**src/hw/rtl/aes_rnd_pkg.sv**
```systemverilog
// Shared types, constants and byte functions for the AES encryption round.
package aes_rnd_pkg;

  typedef logic [7:0] byte_t;
  typedef byte_t [0:15] block_t;
  typedef logic [3:0] round_t;

  localparam round_t LastRound = 4'd10;
  localparam byte_t  ReducePoly = 8'h1b;
  localparam byte_t  HighHalfMax = 8'h7f;

  localparam byte_t SboxRom [256] = '{
    8'h63, 8'h7c, 8'h77, 8'h7b, 8'hf2, 8'h6b, 8'h6f, 8'hc5,
    8'h30, 8'h01, 8'h67, 8'h2b, 8'hfe, 8'hd7, 8'hab, 8'h76,
    8'hca, 8'h82, 8'hc9, 8'h7d, 8'hfa, 8'h59, 8'h47, 8'hf0,
    8'had, 8'hd4, 8'ha2, 8'haf, 8'h9c, 8'ha4, 8'h72, 8'hc0,
    8'hb7, 8'hfd, 8'h93, 8'h26, 8'h36, 8'h3f, 8'hf7, 8'hcc,
    8'h34, 8'ha5, 8'he5, 8'hf1, 8'h71, 8'hd8, 8'h31, 8'h15,
    8'h04, 8'hc7, 8'h23, 8'hc3, 8'h18, 8'h96, 8'h05, 8'h9a,
    8'h07, 8'h12, 8'h80, 8'he2, 8'heb, 8'h27, 8'hb2, 8'h75,
    8'h09, 8'h83, 8'h2c, 8'h1a, 8'h1b, 8'h6e, 8'h5a, 8'ha0,
    8'h52, 8'h3b, 8'hd6, 8'hb3, 8'h29, 8'he3, 8'h2f, 8'h84,
    8'h53, 8'hd1, 8'h00, 8'hed, 8'h20, 8'hfc, 8'hb1, 8'h5b,
    8'h6a, 8'hcb, 8'hbe, 8'h39, 8'h4a, 8'h4c, 8'h58, 8'hcf,
    8'hd0, 8'hef, 8'haa, 8'hfb, 8'h43, 8'h4d, 8'h33, 8'h85,
    8'h45, 8'hf9, 8'h02, 8'h7f, 8'h50, 8'h3c, 8'h9f, 8'ha8,
    8'h51, 8'ha3, 8'h40, 8'h8f, 8'h92, 8'h9d, 8'h38, 8'hf5,
    8'hbc, 8'hb6, 8'hda, 8'h21, 8'h10, 8'hff, 8'hf3, 8'hd2,
    8'hcd, 8'h0c, 8'h13, 8'hec, 8'h5f, 8'h97, 8'h44, 8'h17,
    8'hc4, 8'ha7, 8'h7e, 8'h3d, 8'h64, 8'h5d, 8'h19, 8'h73,
    8'h60, 8'h81, 8'h4f, 8'hdc, 8'h22, 8'h2a, 8'h90, 8'h88,
    8'h46, 8'hee, 8'hb8, 8'h14, 8'hde, 8'h5e, 8'h0b, 8'hdb,
    8'he0, 8'h32, 8'h3a, 8'h0a, 8'h49, 8'h06, 8'h24, 8'h5c,
    8'hc2, 8'hd3, 8'hac, 8'h62, 8'h91, 8'h95, 8'he4, 8'h79,
    8'he7, 8'hc8, 8'h37, 8'h6d, 8'h8d, 8'hd5, 8'h4e, 8'ha9,
    8'h6c, 8'h56, 8'hf4, 8'hea, 8'h65, 8'h7a, 8'hae, 8'h08,
    8'hba, 8'h78, 8'h25, 8'h2e, 8'h1c, 8'ha6, 8'hb4, 8'hc6,
    8'he8, 8'hdd, 8'h74, 8'h1f, 8'h4b, 8'hbd, 8'h8b, 8'h8a,
    8'h70, 8'h3e, 8'hb5, 8'h66, 8'h48, 8'h03, 8'hf6, 8'h0e,
    8'h61, 8'h35, 8'h57, 8'hb9, 8'h86, 8'hc1, 8'h1d, 8'h9e,
    8'he1, 8'hf8, 8'h98, 8'h11, 8'h69, 8'hd9, 8'h8e, 8'h94,
    8'h9b, 8'h1e, 8'h87, 8'he9, 8'hce, 8'h55, 8'h28, 8'hdf,
    8'h8c, 8'ha1, 8'h89, 8'h0d, 8'hbf, 8'he6, 8'h42, 8'h68,
    8'h41, 8'h99, 8'h2d, 8'h0f, 8'hb0, 8'h54, 8'hbb, 8'h16
  };

  function automatic byte_t sbox(input byte_t a);
    return SboxRom[a];
  endfunction

  function automatic byte_t xtime(input byte_t a);
    byte_t r;
    r = {a[6:0], 1'b0};
    if (a > HighHalfMax) begin
      r = r ^ ReducePoly;
    end
    return r;
  endfunction

endpackage

```
**src/hw/rtl/aes_rnd_sub_shift.sv**
```systemverilog
// Byte substitution through the S-box followed by the row rotation.
module aes_rnd_sub_shift (
  input  aes_rnd_pkg::block_t state_i,
  output aes_rnd_pkg::block_t shifted_o
);

  always_comb begin
    for (int r = 0; r < 4; r++) begin
      for (int c = 0; c < 4; c++) begin
        shifted_o[r * 4 + c] = aes_rnd_pkg::sbox(state_i[r * 4 + ((c + r) % 4)]);
      end
    end
  end

endmodule

```
**src/hw/rtl/aes_rnd_mix_key.sv**
```systemverilog
// Column mixing, bypassed when the round number is LastRound or above, and the round key addition.
module aes_rnd_mix_key (
  input  aes_rnd_pkg::block_t shifted_i,
  input  aes_rnd_pkg::block_t round_key_i,
  input  aes_rnd_pkg::round_t round_number_i,
  output aes_rnd_pkg::block_t result_o
);

  aes_rnd_pkg::block_t mixed;

  always_comb begin
    for (int c = 0; c < 4; c++) begin
      aes_rnd_pkg::byte_t a0, a1, a2, a3, d0, d1, d2, d3;
      a0 = shifted_i[c];
      a1 = shifted_i[c + 4];
      a2 = shifted_i[c + 8];
      a3 = shifted_i[c + 12];
      d0 = aes_rnd_pkg::xtime(a0);
      d1 = aes_rnd_pkg::xtime(a1);
      d2 = aes_rnd_pkg::xtime(a2);
      d3 = aes_rnd_pkg::xtime(a3);
      mixed[c]      = d0 ^ d1 ^ a1 ^ a2 ^ a3;
      mixed[c + 4]  = a0 ^ d1 ^ d2 ^ a2 ^ a3;
      mixed[c + 8]  = a0 ^ a1 ^ d2 ^ d3 ^ a3;
      mixed[c + 12] = d0 ^ a0 ^ a1 ^ a2 ^ d3;
    end
  end

  always_comb begin
    if (round_number_i < aes_rnd_pkg::LastRound) begin
      result_o = mixed ^ round_key_i;
    end else begin
      result_o = shifted_i ^ round_key_i;
    end
  end

endmodule

```
**src/hw/rtl/aes_encrypt_round_core.sv**
```systemverilog
// Top level of the AES encryption round: input register, round logic, result register.
// The core takes one block in every clock cycle and never raises busy. An accepted block
// is held in the input register, passes the S-box lookups and column mixing, and is
// captured in the result register; its result then appears on the out_ ports with out_valid
// high for a single cycle. The receiver must take every result as it appears.
module aes_encrypt_round_core (
  input  logic        clk,
  input  logic        rst_n,
  input  logic        start,
  output logic        busy,
  input  logic [63:0] in_state_hi,
  input  logic [63:0] in_state_lo,
  input  logic [63:0] in_round_key_hi,
  input  logic [63:0] in_round_key_lo,
  input  logic [3:0]  in_round_number,
  output logic        out_valid,
  output logic [63:0] out_result_hi,
  output logic [63:0] out_result_lo
);

  logic                valid_r;
  aes_rnd_pkg::block_t state_r;
  aes_rnd_pkg::block_t key_r;
  aes_rnd_pkg::round_t round_r;
  aes_rnd_pkg::block_t shifted;
  aes_rnd_pkg::block_t result_nxt;
  aes_rnd_pkg::block_t result_r;
  logic                out_valid_r;
  logic                accept;

  assign busy   = 1'b0;
  assign accept = start && !busy;

  always_ff @(posedge clk) begin
    if (!rst_n) begin
      valid_r     <= 1'b0;
      out_valid_r <= 1'b0;
    end else begin
      valid_r     <= accept;
      out_valid_r <= valid_r;
    end
  end

  always_ff @(posedge clk) begin
    if (accept) begin
      state_r <= aes_rnd_pkg::block_t'({in_state_hi, in_state_lo});
      key_r   <= aes_rnd_pkg::block_t'({in_round_key_hi, in_round_key_lo});
      round_r <= in_round_number;
    end
    if (valid_r) begin
      result_r <= result_nxt;
    end
  end

  aes_rnd_sub_shift u_sub_shift (
    .state_i   (state_r),
    .shifted_o (shifted)
  );

  aes_rnd_mix_key u_mix_key (
    .shifted_i      (shifted),
    .round_key_i    (key_r),
    .round_number_i (round_r),
    .result_o       (result_nxt)
  );

  assign out_valid     = out_valid_r;
  assign out_result_hi = result_r[0:7];
  assign out_result_lo = result_r[8:15];

  // Every accepted beat reaches the first stage on the next edge.
  a_accept_to_stage: assert property (@(posedge clk) disable iff (!rst_n)
    (rst_n && accept) |=> valid_r)
    else $error("accepted beat did not enter the first stage");

  // A full first stage always produces a result beat next cycle.
  a_stage_to_out: assert property (@(posedge clk) disable iff (!rst_n)
    (rst_n && valid_r) |=> out_valid_r)
    else $error("result beat lost");

  // No result beat appears without a beat in the first stage.
  a_no_phantom: assert property (@(posedge clk) disable iff (!rst_n)
    (rst_n && !valid_r) |=> !out_valid_r)
    else $error("result beat without an input beat");

  // The result register holds steady while the first stage holds no beat.
  a_result_hold: assert property (@(posedge clk) disable iff (!rst_n)
    (rst_n && !valid_r) |=> $stable(result_r))
    else $error("result register changed without a beat");

endmodule
```
**config.mk**
```make
export PLATFORM = sky130hd
export DESIGN_NAME = aes_encrypt_round_core
export DESIGN_NICKNAME = d
export VERILOG_FILES = /design/src/hw/rtl/aes_rnd_pkg.sv /design/src/hw/rtl/aes_rnd_sub_shift.sv /design/src/hw/rtl/aes_rnd_mix_key.sv /design/src/hw/rtl/aes_encrypt_round_core.sv
export SDC_FILE = /design/constraint.sdc
export NUM_CORES = 2
export LEC_CHECK = 0
export BUFFER_PORTS_ARGS = -buffer_cell sky130_fd_sc_hd__buf_2
export CAP_MARGIN = 10
export CELL_PAD_IN_SITES_DETAIL_PLACEMENT = 1
export CELL_PAD_IN_SITES_GLOBAL_PLACEMENT = 2
export CORE_MARGIN = 2
export CORE_UTILIZATION = 30
export DETAILED_ROUTE_END_ITERATION = 8
export PLACE_DENSITY_LB_ADDON = 0.25
export SYNTH_ARGS = -nofsm -noshare
export SYNTH_HDL_FRONTEND = slang
export SYNTH_HIERARCHICAL = 1
export SYNTH_SLANG_ARGS = --single-unit
export TNS_END_PERCENT = 1
```
**constraint.sdc**
```tcl
create_clock -name clk -period 8.5 [get_ports clk]
set_clock_uncertainty 0.2 [all_clocks]
set_input_delay 0.85 -clock clk [delete_from_list [all_inputs] [get_ports clk]]
set_output_delay 0.85 -clock clk [all_outputs]
set_load 0.02 [all_outputs]
```
==> qor.txt <==
Mean Syn Cell Area = 7.01 sq um
RSZ-0062 raised after global routing = no
gpl congestion = 0.992
Post CTS Setup Buffer Count = 0
period utilization = 75.5%
Startpoint Class = flop
largest net degree at the start of global routing = 147
HPWL after DPL = 270000 um
Routed met2 length = 176000 um
die area = 0.242 sq mm
first-pass GRT wire length = 568000 um
DR WL met3 = 28500 um
fin util = 31.9%
Area Overhead vs Synth = 5.84%
Vias per Instance = 6.52
vias = 84.3k
cell row count = 179
Mapped Nets = 10.7k
VDD IR max = 0.183 mV
Slew Limit Fails = 0
initial DRC count = 10.3k
Min Hold Slack = 0.0800 ns
f_max = 0.156 GHz
Post-CTS Resized = 0
fraction of layout cells with a size suffix above 1 = 10.2%
clk buf depth = 3
Final ANT Viol Nets = 0
CP Capture Type = flop
hold buffers post-CTS = 0
status = finished clean
met1 wire length = 166000 um
static leakage = 26.4 nW
Period minus WS final = 6.41 ns
total grt overflow = 0
Reg clk slew, reported paths = 0.07 ns
r2r worst-path depth = 16
H-tree levels = 2
max_cap viols = 0
DRC Markers = 0
chip width = 492 um
crit path max fanout = 33
clk_lat worst skew = 0.74 ns
synthesized area = 0.0715 sq mm
Die Ht = 492 um
Final Hold Viols = 0
average wire per standard cell = 30.0 um
worst slew pin tran = 1.19 ns
cell area power density = 191 mW/mm^2
CP arrival = 6.65 ns
Worst R2R End = out_result_lo[3]
hold endpoint = key_r[120]
port bufs = 390
initial antenna violation count = 27
TritonCTS Sinks = 389
final WL = 388000 um
Design Power = 14.5 mW
Critical Path RT = 8.73 ns
Setup TNS Final = 0 ns
most frequent cells in the layout = a21oi_1 (1027), o21ai_0 (1003), nand2_1 (966)
total track usage = 30.2%
core area = 0.237 sq mm
Finish-stage setup viols = 0
Synth warnings = 6
max layer used = met5
Slew headroom = 20.0%
vias in the first global route = 81.3k
worst hold stages = 1
Hold WC Path Type = in2reg
drt first pass iters = 6
clock root buffer = clkbuf_16
most common cell after layout, fill and taps aside = a21oi_1
Top Ports = 393
CTS Buf Count = 55
Syn Inst Count = 10.2k
TritonCTS clock tree = done
r2r startpoint = state_r[8]
Starting Density = 30.1%
# nets final = 10.2k
reg-to-reg slack, setup = 2.09 ns
WS Path Type = reg2reg
min-delay src = in_round_key_hi[56]
-- cell type report --
type	instances	area (sq um)
antenna	27	67.6
clock buffer	63	1410
multi-input combinational	8445	53700
tap	3167	3960
clock inverter	40	395
sequential	389	11700
inverter	164	616
timing repair buffer	634	3870
fill	29400	162000
-- worst max-delay path by stage --
| stage | start | to | slack, ns | cells past startpoint |
|---|---|---|---|---|
| after floorplan | state_r[113] | out_result_hi[49] | 3.87 | 16 |
| after global placement | state_r[8] | out_result_lo[3] | 2.27 | 16 |
| after detailed placement | state_r[8] | out_result_lo[3] | 2.15 | 16 |
| after CTS | state_r[8] | out_result_lo[3] | 2.08 | 16 |
| after global routing | state_r[8] | out_result_lo[3] | 1.80 | 16 |
| final | state_r[8] | out_result_lo[3] | 2.09 | 16 |
-- metrics by stage --
stage	worst slack [ns]	std cells	cell area, sq um
2_1_floorplan	3.87	10200	71500
3_3_place_gp	2.27	12800	73800
3_5_place_dp	2.15	12800	73800
4_1_cts	2.08	12900	75600
5_1_grt	1.80	12900	75600
6_report	2.09	12900	75600
-- worst max-delay path, stage by stage, from the launching register on --
cell	delay (ns)
edfxtp_1	0.32
buf_4	0.39
clkinv_1	0.59
ha_1	0.70
and2_0	0.74
nor3_1	0.12
o21ai_1	0.24
a21oi_1	0.10
o31ai_1	0.35
o31ai_1	0.13
a211oi_1	0.69
buf_4	0.30
xnor3_1	0.33
xnor2_1	0.15
and3_1	0.16
o31ai_1	0.49
xor2_1	0.12
-- registers in the layout, indices dropped and copies added (netlist names) --
register,count
out_valid,1
round_r,3
out_result_lo,64
out_result_hi,64
valid_r,1
key_r,128
state_r,128
-- per-layer routing --
metal	GRT usage (%)	vias up
met5	0	-
met4	11.9	2
met1	41.5	42000
met2	47.9	4213
met3	3.75	770
li1	-	37300
-- power by group --
group          internal, mW  switching, mW
Combinational          3.22           6.09
Clock                  1.35           1.09
Sequential             2.56          0.173
Note: power is estimated with default switching activity, not from simulation.
